`src/hw/rtl/plb_pkg.sv`:
```
// plb_pkg: field widths, register indexes and shared types for the palette blitter.
// Used by every module of palette_blit_with_transparency; depends on nothing.
`default_nettype none
package plb_pkg;

   localparam int ORIGIN_W = 12;
   localparam int SIZE_FIELD_W = 13;
   localparam int CODE_W = 8;
   localparam int COLOR_W = 32;
   localparam int ADDR_W = 24;
   localparam int CSR_INDEX_W = 3;
   localparam int CSR_DATA_W = 13;

   typedef enum logic [CSR_INDEX_W-1:0] {
      CSR_ORIGIN_X         = 3'd0,
      CSR_ORIGIN_Y         = 3'd1,
      CSR_SOURCE_WIDTH     = 3'd2,
      CSR_SOURCE_HEIGHT    = 3'd3,
      CSR_TARGET_WIDTH     = 3'd4,
      CSR_TARGET_HEIGHT    = 3'd5,
      CSR_TRANSPARENT_MODE = 3'd6
   } csr_index_type;

   typedef enum logic {
      OP_PIXEL = 1'b0,
      OP_PALETTE_WRITE = 1'b1
   } operation_type;

   typedef struct packed {
      logic [ORIGIN_W-1:0]     origin_x;
      logic [ORIGIN_W-1:0]     origin_y;
      logic [SIZE_FIELD_W-1:0] source_width;
      logic [SIZE_FIELD_W-1:0] source_height;
      logic [SIZE_FIELD_W-1:0] target_width;
      logic [SIZE_FIELD_W-1:0] target_height;
      logic                    transparent_mode;
   } cfg_type;

   typedef struct packed {
      logic              visible;
      logic              frame_last;
      logic [ADDR_W-1:0] product;
      logic [ADDR_W-1:0] offset;
   } pos_type;

endpackage
`default_nettype wire

```
`src/hw/rtl/plb_position.sv`:
```
// plb_position: source position counters, clipping and address terms for each pixel beat.
// Depends on plb_pkg for cfg_type and pos_type.
`default_nettype none
module plb_position #(
   parameter int MAX_DIMENSION = 4096
) (
   input  wire logic             clock,
   input  wire logic             reset,
   input  wire plb_pkg::cfg_type cfg,
   input  wire logic             load,
   output plb_pkg::pos_type      pos
);

   localparam int CNT_W = $clog2(MAX_DIMENSION);
   localparam int SIZE_W = $clog2(MAX_DIMENSION + 1);
   localparam int POS_W = ((SIZE_W > plb_pkg::ORIGIN_W) ? SIZE_W : plb_pkg::ORIGIN_W) + 1;
   localparam int AW = plb_pkg::ADDR_W;

   function automatic logic [SIZE_W-1:0] eff_size(input logic [plb_pkg::SIZE_FIELD_W-1:0] v);
      logic [SIZE_W-1:0] r;
      if (v == '0) begin
         r = SIZE_W'(1);
      end else if (32'(v) > MAX_DIMENSION) begin
         r = SIZE_W'(MAX_DIMENSION);
      end else begin
         r = SIZE_W'(v);
      end
      return r;
   endfunction

   logic [CNT_W-1:0] col_ff, col_in;
   logic [CNT_W-1:0] row_ff, row_in;
   logic [AW-1:0]    row_base_ff, row_base_in;
   plb_pkg::pos_type pos_ff, pos_in;

   logic [SIZE_W-1:0] sw, sh, tw, th;
   logic [POS_W-1:0]  dx, dy;
   logic              row_end, frame_end;

   always_comb begin
      sw = eff_size(cfg.source_width);
      sh = eff_size(cfg.source_height);
      tw = eff_size(cfg.target_width);
      th = eff_size(cfg.target_height);
      dx = POS_W'(cfg.origin_x) + POS_W'(col_ff);
      dy = POS_W'(cfg.origin_y) + POS_W'(row_ff);
      row_end = ((SIZE_W + 1)'(col_ff) + (SIZE_W + 1)'(1)) >= (SIZE_W + 1)'(sw);
      frame_end = row_end && (((SIZE_W + 1)'(row_ff) + (SIZE_W + 1)'(1)) >= (SIZE_W + 1)'(sh));

      pos_in.visible = (dx < POS_W'(tw)) && (dy < POS_W'(th));
      pos_in.frame_last = frame_end;
      pos_in.product = AW'(AW'(cfg.origin_y) * AW'(tw));
      pos_in.offset = AW'(cfg.origin_x) + row_base_ff + AW'(col_ff);

      col_in = col_ff;
      row_in = row_ff;
      row_base_in = row_base_ff;
      if (load) begin
         if (frame_end) begin
            col_in = '0;
            row_in = '0;
            row_base_in = '0;
         end else if (row_end) begin
            col_in = '0;
            row_in = row_ff + CNT_W'(1);
            row_base_in = row_base_ff + AW'(tw);
         end else begin
            col_in = col_ff + CNT_W'(1);
         end
      end
   end

   always_ff @(posedge clock) begin
      if (reset) begin
         col_ff <= '0;
         row_ff <= '0;
         row_base_ff <= '0;
      end else begin
         col_ff <= col_in;
         row_ff <= row_in;
         row_base_ff <= row_base_in;
      end
   end

   always_ff @(posedge clock) begin
      if (load) begin
         pos_ff <= pos_in;
      end
   end

   assign pos = pos_ff;

`ifndef ASSERT_OFF
   a_frame_clears: assert property (@(posedge clock) disable iff (reset)
      load && frame_end |=> col_ff == '0 && row_ff == '0 && row_base_ff == '0)
      else $error("position counters not cleared after last pixel of frame");
   a_row_holds: assert property (@(posedge clock) disable iff (reset)
      load && !row_end |=> $stable(row_ff) && $stable(row_base_ff))
      else $error("row moved inside a source row");
   a_idle_holds: assert property (@(posedge clock) disable iff (reset)
      !load |=> $stable(col_ff) && $stable(row_ff))
      else $error("position moved without a pixel beat");
`endif

endmodule
`default_nettype wire
```
`config.mk`:
```
export PLATFORM = sky130hd
export DESIGN_NAME = plb_position
export DESIGN_NICKNAME = d
export VERILOG_FILES = /design/src/hw/rtl/plb_pkg.sv /design/src/hw/rtl/plb_position.sv
export SDC_FILE = /design/constraint.sdc
export NUM_CORES = 1
export LEC_CHECK = 0
export BUFFER_PORTS_ARGS = -buffer_cell sky130_fd_sc_hd__buf_2
export CAP_MARGIN = 5
export CELL_PAD_IN_SITES_DETAIL_PLACEMENT = 1
export CELL_PAD_IN_SITES_GLOBAL_PLACEMENT = 2
export CORE_MARGIN = 2
export CORE_UTILIZATION = 38
export CTS_CLUSTER_DIAMETER = 60
export DETAILED_ROUTE_END_ITERATION = 10
export MAX_ROUTING_LAYER = met4
export PLACE_DENSITY_LB_ADDON = 0.1
export SLEW_MARGIN = 5
export SYNTH_ARGS = -nofsm -noshare
export SYNTH_HDL_FRONTEND = slang
export SYNTH_SLANG_ARGS = --single-unit
```
`constraint.sdc`:
```
create_clock -name clock -period 8.4 [get_ports clock]
set_clock_uncertainty 0.1 [all_clocks]
set_input_delay 0.42 -clock clock [delete_from_list [all_inputs] [get_ports clock]]
set_output_delay 0.42 -clock clock [all_outputs]
set_load 0.1 [all_outputs]
```
* Word level (Yosys, flattened, before mapping)
Cells that the tools add are included.
** Storage, ports and cells
- Flip-flop bits (word level) :: 98
- Input port bits :: 80
- Output and inout port bits :: 50
- Logic and storage cells :: 47
** Operators by class
- $add $sub $neg :: 9
- Multipliers :: 1
- Magnitude comparators :: 8
- Multiplexer cells :: 14
- Reduce and logical (&&, ||, !) cells :: 8
** Operators by type and width (number)
- 13-bit two-way mux :: 8
- 13-bit > comparator, second input constant :: 4
- 13-bit logical NOT :: 4
- 12-bit two-way mux :: 4
- 24-bit two-way mux :: 2
- 12-bit by 1-bit adder with 13-bit output, second input constant :: 2
- 12-bit by 12-bit adder with 13-bit output :: 2
- 13-bit >= comparator :: 2
- 13-bit < comparator :: 2
- 12-bit by 1-bit adder with 12-bit output, second input constant :: 2
- 12-bit by 24-bit adder with 24-bit output :: 1
- 24-bit by 12-bit adder with 24-bit output :: 1
- 24-bit by 13-bit adder with 24-bit output :: 1
- 12-bit by 13-bit multiplier with 24-bit output :: 1
- 1-bit logical AND :: 2
- 2-bit AND reduction :: 1
- 2-bit nonzero test :: 1

* Logic depth before layout (Yosys ltp)
Gate-level depths: netlist (run 1).
- Word-level depth :: 7
- Gate-level depth with buffers :: 22
- Mapped depth without buffers :: 21

* Worst setup path after synthesis (run 1)
OpenSTA, ideal clock, no wires.
- Path kind :: in2reg
- From :: input port cfg[26] (netlist name)
- To :: register pos_ff, in the netlist pos[47] (data pin)
- Setup time :: 0.260 ns
- Arrival time :: 5.558 ns
- Data required time :: 8.040 ns
- Path slack :: 2.482 ns
- Stages :: 21
- Path buffers :: 2
- Path through :: clkbuf_1 > nor2b_1 > clkbuf_1 > nand2_1 > fa_1 > inv_1 > fa_1 > inv_1 > fa_1 > inv_1 > fa_1 > inv_1 > fa_1 > inv_1 > ha_1 > nand2_1 > or3_1 > o311ai_1 > a211o_1 > a21oi_2 > xnor2_1
** RTL lines
- from (decl) :: RTL line plb_position.sv:9 : input wire plb_pkg::cfg_type cfg,
- to (signal assigned) :: RTL line plb_position.sv:87 : pos_ff <= pos_in;
- to (decl) :: RTL line plb_position.sv:34 : plb_pkg::pos_type pos_ff, pos_in;

==> results.toml, run 1 <==
[run_status]
run_status = "completed"

[setup_path]
rr_startpoint = "col_ff[0]$_SDFFE_PP0P_"
path_cells = "buf_2, nor2b_1, buf_4, and2_1, fa_1, inv_1, fa_1, fa_1, inv_1, fa_1, inv_1, fa_1, inv_1, ha_1, nand2_1, or3_1, o311ai_1, a211o_1, a21oi_2, xnor2_1"
regToRegSetupSlack_ps = 3390
cpMaxStageDelayCell = "nor2b_1"
max_stage_delay_ps = 650
cp_common_cell = "fa_1"
arrival_ps = 6460
rr_endpoint = "row_base_ff[16]$_SDFFE_PP0P_"
path_class = "in -> reg"
cp_max_fo = 27
worst_setup_path_end_kind = "register"
reg2reg_depth = 16
cp.required_ps = 8440
start_kind = "input pin"

[cells_and_area]
nets = 1917
fill_cells = 3930
layout_common_cells = "inv_1, nand2_1, ha_1"
drive_gt1_frac = 0.1099
multiInputGateArea_mm2 = 0.009294
regArea_mm2 = 0.002462
final_area_mm2 = 0.01410
area_growth_pct = 11.26
final_common_cell = "inv_1"
antenna_cells = 0

[routing]
ant_nets = 0
wire_per_inst_um = 17.76
vias = 10510
vias_per_cell = 5.260
drt-pass1-iter-count = 5
drtIter0Drc = 414
wirelength_mm = 35.48
drc = 0

[cts]
clock-sinks = 98
cts-hold-fix-buffers = 0
cts_buffers = 9
cts_setup_buffers = 0
clockBufferDepth = 2
cts.clk_slew.worst_paths_ps = 80
clk_latency_ps = 380
root_buffer = "clkbuf_16"
ctsResizeCount = 0
htreeDepth = 3
cts_tree = "built"

[grt]
grt_pass1_vias = 11100
grt_pass1_wl_mm = 58.76
antenna_found_initial = 1
grt.overflow.total = 0
grt_usage = 0.2169
grt_max_degree = 54

[synthesis]
synthCells = 1446
async_flop_share = 0
synth_warnings = 0
syn_area_mm2 = 0.01267
syn-num-nets = 1812
synth_seq_cells = 98
synth_ff_type = "edfxtp_1"
yosysUniqueCellTypes = 62
seq_area_frac_synth = 0.1944
synth_edf_count = 50
avgSynthCellArea_um2 = 8.762

[worst_hold_path]
hold_depth = 2
hp-start = "cfg[65]"
hold_path_end = "pos[0]$_DFFE_PP_"
worstHoldPathType = "in -> reg"

[die]
initial_core_util = 0.3874
core_area_mm2 = 0.03270
die_x_um = 186.6
chipHeight_um = 186.6
dieArea_mm2 = 0.03482
io_pins = 130
rows = 66

[pwr]
p_per_area_mw_per_mm2 = 173.0
power.leakage_nw = 6.752
max-vdd-ir-drop_mv = 0.1409

[place]
dp_hpwl_mm = 28.05
dpl-instance-area_mm2 = 0.01379
gp_congestion = 0.8315
pre_cts_slack_ps = 1540
portBuffers = 128

[sta]
max_slew.worst_pin.slew_ps = 1155
max_slew_margin = 0.2298
fmax_ghz = 0.1556
setup_slack_ps = 1973
whs_ps = 308.3
period_share = 0.7651
rsz0062_at_grt = "no"
fin_tns_setup_ps = 0
hold_violations = 0
period_needed_ps = 6427
setup_viol = 0
final_max_slew_viol_count = 0

[run]
cap_violations = 0
## state kept, by name, summed over array words and instances, names as in the netlist
name / cells
pos: 50
row_base_ff: 24
col_ff: 12
row_ff: 12
## cells by family after synthesis
kind of cell | Yosys count | synth area share
xor+xnor | 91 | 0.06291
fa+ha+maj | 286 | 0.3565
flops | 98 | 0.1944
simple gates | 482 | 0.1851
buf+inv | 241 | 0.07278
compound gates | 248 | 0.1284
## worst max path at each step
stage | start | end | depth (start not counted)
floorplan | cfg[26] | pos[47]$_DFFE_PP_ | 21
global placement | cfg[26] | pos[45]$_DFFE_PP_ | 20
detailed placement | cfg[26] | pos[45]$_DFFE_PP_ | 20
CTS | cfg[26] | pos[45]$_DFFE_PP_ | 20
global route | cfg[26] | pos[45]$_DFFE_PP_ | 20
finish | cfg[26] | pos[47]$_DFFE_PP_ | 20
## cell type report
cell class / count / share of cell area
multi-input combinational: 1107 / 0.6593
sequential: 98 / 0.1747
timing repair buffer: 144 / 0.05397
inverter: 191 / 0.05086
tap: 442 / 0.03923
clock buffer: 9 / 0.01598
clock inverter: 7 / 0.005947
## cells in the mapped netlist (all sizes together) (22+ instances only)
| cell type | instances | area [um2] |
|---|---|---|
| nand2 | 175 | 656.9 |
| o21ai | 40 | 200.2 |
| dfxtp | 48 | 960.9 |
| xor2 | 27 | 236.5 |
| xnor2 | 64 | 560.5 |
| nor3 | 34 | 170.2 |
| nand3 | 31 | 155.2 |
| ha | 161 | 2014 |
| clkbuf | 42 | 158.9 |
| and2 | 59 | 369.1 |
| fa | 125 | 2502 |
| a21oi | 74 | 374.1 |
| inv | 191 | 716.9 |
| a21o | 25 | 187.7 |
| nor2 | 73 | 276.5 |
| edfxtp | 50 | 1501 |
| nor2b | 22 | 137.6 |
## worst max-delay path: cells and delay by family
kind | cells | cell delay [ps]
buffers and inverters | 6 | 840
adder cells (fa/ha/maj) | 6 | 2830
AO/OA/AOI/OAI | 3 | 880
XOR/XNOR | 1 | 120
AND/OR/NAND/NOR | 4 | 1340
## report_power, final
part | internal, mW | switching [mW]
clock | 0.237 | 0.232
sequential | 0.595 | 0.0144
combinational | 0.419 | 0.942
total | 1.25 | 1.19
## per-layer routing
metal,vias to the layer above,wire [um],global-route usage
met5,-,0,-
met4,0,271,0.03632
met3,13,913,0.02520
met2,142,17210,0.3634
met1,5256,17080,0.2867
li1,5098,-,-
## per-stage QoR
| step | total power, mW | util | cells |
|---|---|---|---|
| 4_1_cts | 2.478 | 0.4311 | 1998 |
| 6_report | 2.439 | 0.4311 | 1998 |
| 5_1_grt | 2.627 | 0.4311 | 1998 |
| 2_1_floorplan | 1.701 | - | 1446 |
| 3_5_place_dp | 1.995 | 0.4216 | 1982 |
| 3_3_place_gp | 1.968 | 0.4216 | 1982 |
(Power assumes the default switching activity.)
==> run 2: changes to the inputs <==
==> constraint.sdc (replaced) <==
create_clock -name clock -period 6.2 [get_ports clock]
set_clock_uncertainty 0.1 [all_clocks]
set_input_delay 0.31 -clock clock [delete_from_list [all_inputs] [get_ports clock]]
set_output_delay 0.31 -clock clock [all_outputs]
set_load 0.1 [all_outputs]
==> results.toml, run 2 (synthesized netlist as in run 1, its figures left out) <==
[run_status]
run_status = "completed"

[grt]
grt_usage = 0.2217
grt_pass1_wl_mm = 59.97
grt.overflow.total = 0
grt_pass1_vias = 11440
antenna_found_initial = 1
grt_max_degree = 54

[die]
chipHeight_um = 186.6
initial_core_util = 0.3874
io_pins = 130
core_area_mm2 = 0.03270
rows = 66
dieArea_mm2 = 0.03482
die_x_um = 186.6

[setup_path]
start_kind = "input pin"
max_stage_delay_ps = 530
cp.required_ps = 6240
cp_common_cell = "fa_1"
worst_setup_path_end_kind = "register"
path_cells = "buf_2, nor4_1, buf_4, a31oi_1, nor2_1, buf_4, nand2_1, fa_1, inv_1, fa_1, ha_1, fa_1, inv_1, fa_1, inv_1, ha_1, or3_1, or3_1, o211ai_2, o311ai_2, a211o_1, a21oi_2, xnor2_1"
path_class = "in -> reg"
regToRegSetupSlack_ps = 1260
cp_max_fo = 6
path_buf_inv = 6
arrival_ps = 5800
crit_family = "adder cells"
cpMaxStageDelayCell = "fa_1"

[place]
pre_cts_slack_ps = -93.84
gp_congestion = 0.8457
portBuffers = 128
dp_hpwl_mm = 29.00

[cts]
cts.clk_slew.worst_paths_ps = 80
htreeDepth = 3
cts_tree = "built"
root_buffer = "clkbuf_16"
cts-hold-fix-buffers = 0
ctsResizeCount = 0
cts_setup_buffers = 0
cts_buffers = 9
clockBufferDepth = 2
clk_latency_ps = 380
clock-sinks = 98

[sta]
setup_viol = 0
max_slew_margin = 0.2364
period_share = 0.9299
period_needed_ps = 5765
hold_violations = 0
final_max_slew_viol_count = 0
whs_ps = 210.6
setup_slack_ps = 434.8
max_slew.worst_pin.slew_ps = 1145
fin_tns_setup_ps = 0
fmax_ghz = 0.1735
rsz0062_at_grt = "no"

[routing]
ant_nets = 0
wire_per_inst_um = 17.88
drt-pass1-iter-count = 5
vias_per_cell = 5.208
drc = 0
wirelength_mm = 36.24
vias = 10560
drtIter0Drc = 347

[cells_and_area]
largest_reg_flops = 50
fill_cells = 3957
drive_gt1_frac = 0.1256
regArea_mm2 = 0.002462
area_growth_pct = 13.27
final_common_cell = "inv_1"
nets = 1945
multiInputGateArea_mm2 = 0.009299
layout_common_cells = "inv_1, nand2_1, ha_1"

[run]
cap_violations = 0

[pwr]
max-vdd-ir-drop_mv = 0.1931
p_comb_frac = 0.575
p_int_mw = 1.750
p_per_area_mw_per_mm2 = 236.2
seqPwrFrac = 0.244
switching_power_mw = 1.639
clkPwrFrac = 0.181
power.leakage_nw = 6.907
netSwitchingFraction = 0.4836

[worst_hold_path]
worstHoldPathType = "in -> reg"
-- run 2: worst paths after layout --
kind,from,to,depth (start not counted)
max,cfg[20],pos[47]$_DFFE_PP_,23
min,cfg[65],pos[0]$_DFFE_PP_,2
max reg2reg,row_ff[0]$_SDFFE_PP0P_,pos[49]$_DFFE_PP_,17
min reg2reg,row_base_ff[9]$_SDFFE_PP0P_,row_base_ff[9]$_SDFFE_PP0P_,2
-- run 2: per-layer routing --
layer	GRT usage	up-vias	wire [um]
met4	0.05861	0	637
met1	0.2885	5219	17270
met3	0.02652	36	1043
li1	-	5147	-
met2	0.3664	155	17290
met5	-	-	0
-- run 2: layout make-up --
cell class,instances,share of cell area
multi-input combinational,1107,0.6479
sequential,98,0.1716
timing repair buffer,172,0.07114
inverter,191,0.04996
tap,442,0.03854
clock buffer,11,0.01770
clock inverter,5,0.002964
antenna,1,0.0001744
-- run 2: power by group through the flow --
stage               sequential [mW]  clock, mW  combinational, mW
floorplan                      1.37          0              0.935
detailed placement            0.842          0               1.96
global route                  0.835      0.654               2.16
global placement              0.840          0               1.92
CTS                           0.828      0.638               1.97
finish                        0.826      0.613               1.95
-- run 2: through the flow --
stage	util	std cells	total power, mW	instance area, um2
global placement	0.4295	2010	2.760	14040
detailed placement	0.4295	2010	2.800	14040
CTS	0.4386	2026	3.434	14340
floorplan	-	1446	2.304	12670
finish	0.4389	2027	3.389	14350
global route	0.4389	2027	3.645	14350
==> run 3: changes to the inputs <==
--- a/config.mk
+++ b/config.mk
@@ -11,11 +11,12 @@
 export CELL_PAD_IN_SITES_GLOBAL_PLACEMENT = 2
 export CORE_MARGIN = 2
 export CORE_UTILIZATION = 38
+export CTS_BUF_LIST = sky130_fd_sc_hd__clkbuf_2 sky130_fd_sc_hd__clkbuf_4 sky130_fd_sc_hd__clkbuf_8
 export CTS_CLUSTER_DIAMETER = 60
 export DETAILED_ROUTE_END_ITERATION = 10
 export MAX_ROUTING_LAYER = met4
 export PLACE_DENSITY_LB_ADDON = 0.1
-export SLEW_MARGIN = 5
+export SLEW_MARGIN = 20
 export SYNTH_ARGS = -nofsm -noshare
 export SYNTH_HDL_FRONTEND = slang
 export SYNTH_SLANG_ARGS = --single-unit
==> results.toml, run 3 (synthesized netlist as in run 1, its figures left out) <==
[setup_path]
start_kind = "input pin"
path_class = "in -> reg"
arrival_ps = 5800
cp.required_ps = 6300
cp_max_fo = 6
regToRegSetupSlack_ps = 1280
worst_setup_path_end_kind = "register"

[cells_and_area]
nets = 1945
drive_gt1_frac = 0.1263
final_common_cell = "inv_1"
multiInputGateArea_mm2 = 0.009299
fill_cells = 3970
post-route-util = 0.4360
area_growth_pct = 12.54
antenna_cells = 0
regArea_mm2 = 0.002462
layout_common_cells = "inv_1, nand2_1, ha_1"
largest_reg_flops = 50

[sta]
setup_viol = 0
period_needed_ps = 5702
max_slew_margin = 0.4097
fmax_ghz = 0.1754
rsz0062_at_grt = "no"
period_share = 0.9197
whs_ps = 166.1
max_slew.worst_pin.slew_ps = 882.1
hold_violations = 0
final_max_slew_viol_count = 0

[die]
initial_core_util = 0.3874
chipHeight_um = 186.6
rows = 66
io_pins = 130
core_area_mm2 = 0.03270
die_x_um = 186.6
dieArea_mm2 = 0.03482

[routing]
drc = 0
drtIter0Drc = 325
wire_per_inst_um = 17.87
wirelength_mm = 36.21
ant_nets = 0
drt-pass1-iter-count = 5
vias_per_cell = 5.211
vias = 10560

[grt]
grt_usage = 0.2214
grt_max_degree = 54
antenna_found_initial = 0
grt_pass1_vias = 11400
grt_pass1_wl_mm = 60.12
grt.overflow.total = 0

[place]
dp_hpwl_mm = 29.00
gp_congestion = 0.8457
portBuffers = 128

[cts]
htreeDepth = 3
cts_tree = "built"
clock-sinks = 98
cts-hold-fix-buffers = 0
clk_latency_ps = 420
cts.clk_slew.worst_paths_ps = 120
root_buffer = "clkbuf_8"
cts_setup_buffers = 0
cts_buffers = 9
clockBufferDepth = 2

[pwr]
power.leakage_nw = 6.866
max-vdd-ir-drop_mv = 0.1930
p_per_area_mw_per_mm2 = 229.1

[run_status]
run_status = "completed"

[run]
cap_violations = 0

[worst_hold_path]
worstHoldPathType = "in -> reg"
run 3: changes by cell type in the layout (fill, tap and decap cells not counted):
cell | before | now
clkbuf_1 | 1 | 0
diode_2 | 1 | 0
buf_2 | 128 | 127
buf_4 | 40 | 41
clkbuf_16 | 10 | 0
bufinv_16 | 0 | 1
clkbuf_4 | 0 | 1
clkbuf_8 | 0 | 9
run 3: cell type report:
cell class,count,share of cell area
clock buffer,10,0.009214
clock inverter,6,0.005089
inverter,191,0.05028
multi-input combinational,1107,0.6522
sequential,98,0.1727
tap,442,0.03879
timing repair buffer,172,0.07178
run 3: path summary, 6_finish.rpt:
check | cells after the start | start | to
max reg2reg | 17 | row_ff[0]$_SDFFE_PP0P_ | pos[49]$_DFFE_PP_
min | 2 | cfg[65] | pos[0]$_DFFE_PP_
max | 23 | cfg[20] | pos[47]$_DFFE_PP_
min reg2reg | 2 | row_base_ff[9]$_SDFFE_PP0P_ | row_base_ff[9]$_SDFFE_PP0P_
run 3: report_power, final:
group | internal [mW] | switching [mW]
clock | 0.198 | 0.295
sequential | 0.806 | 0.0199
combinational | 0.640 | 1.31
run 3: through the flow:
| step | cells | setup slack, ps | total power, mW | area, um2 | setup TNS [ps] |
|---|---|---|---|---|---|
| 2_1_floorplan | 1446 | 391.9 | 2.304 | 12670 | 0 |
| 4_1_cts | 2026 | 365.2 | 3.306 | 14250 | 0 |
| 3_5_place_dp | 2010 | -93.84 | 2.800 | 14040 | -180.3 |
| 3_3_place_gp | 2010 | 48.10 | 2.760 | 14040 | 0 |
| 6_report | 2026 | 497.7 | 3.267 | 14260 | 0 |
| 5_1_grt | 2026 | 129.4 | 3.520 | 14260 | 0 |
run 3: metal layers:
layer / wire (um) / part of all wire / track usage / vias to the layer above
met2: 17470 / 0.48 / 0.3711 / 131
met5: 0 / 0 / - / -
met3: 749 / 0.021 / 0.02238 / 27
met1: 17500 / 0.48 / 0.2911 / 5256
met4: 493 / 0.014 / 0.04670 / 0
li1: - / - / - / 5143
run 3: worst max-delay path, cell delays in order:
cell	delay (ps)
buf_2	110
nor4_1	310
buf_4	180
a31oi_1	90
nor2_1	200
buf_4	180
nand2_1	70
fa_1	430
inv_1	90
fa_1	390
ha_1	310
fa_1	530
inv_1	50
fa_1	530
inv_1	40
ha_1	200
or3_1	440
or3_1	340
o211ai_2	270
o311ai_2	170
a211o_1	310
a21oi_2	140
xnor2_1	70
run 3: timing repair:
action                                  CTS  global route
endpoints found under the setup margin    0             2
hold endpoints to repair                  0             0
resized for setup                         0             1
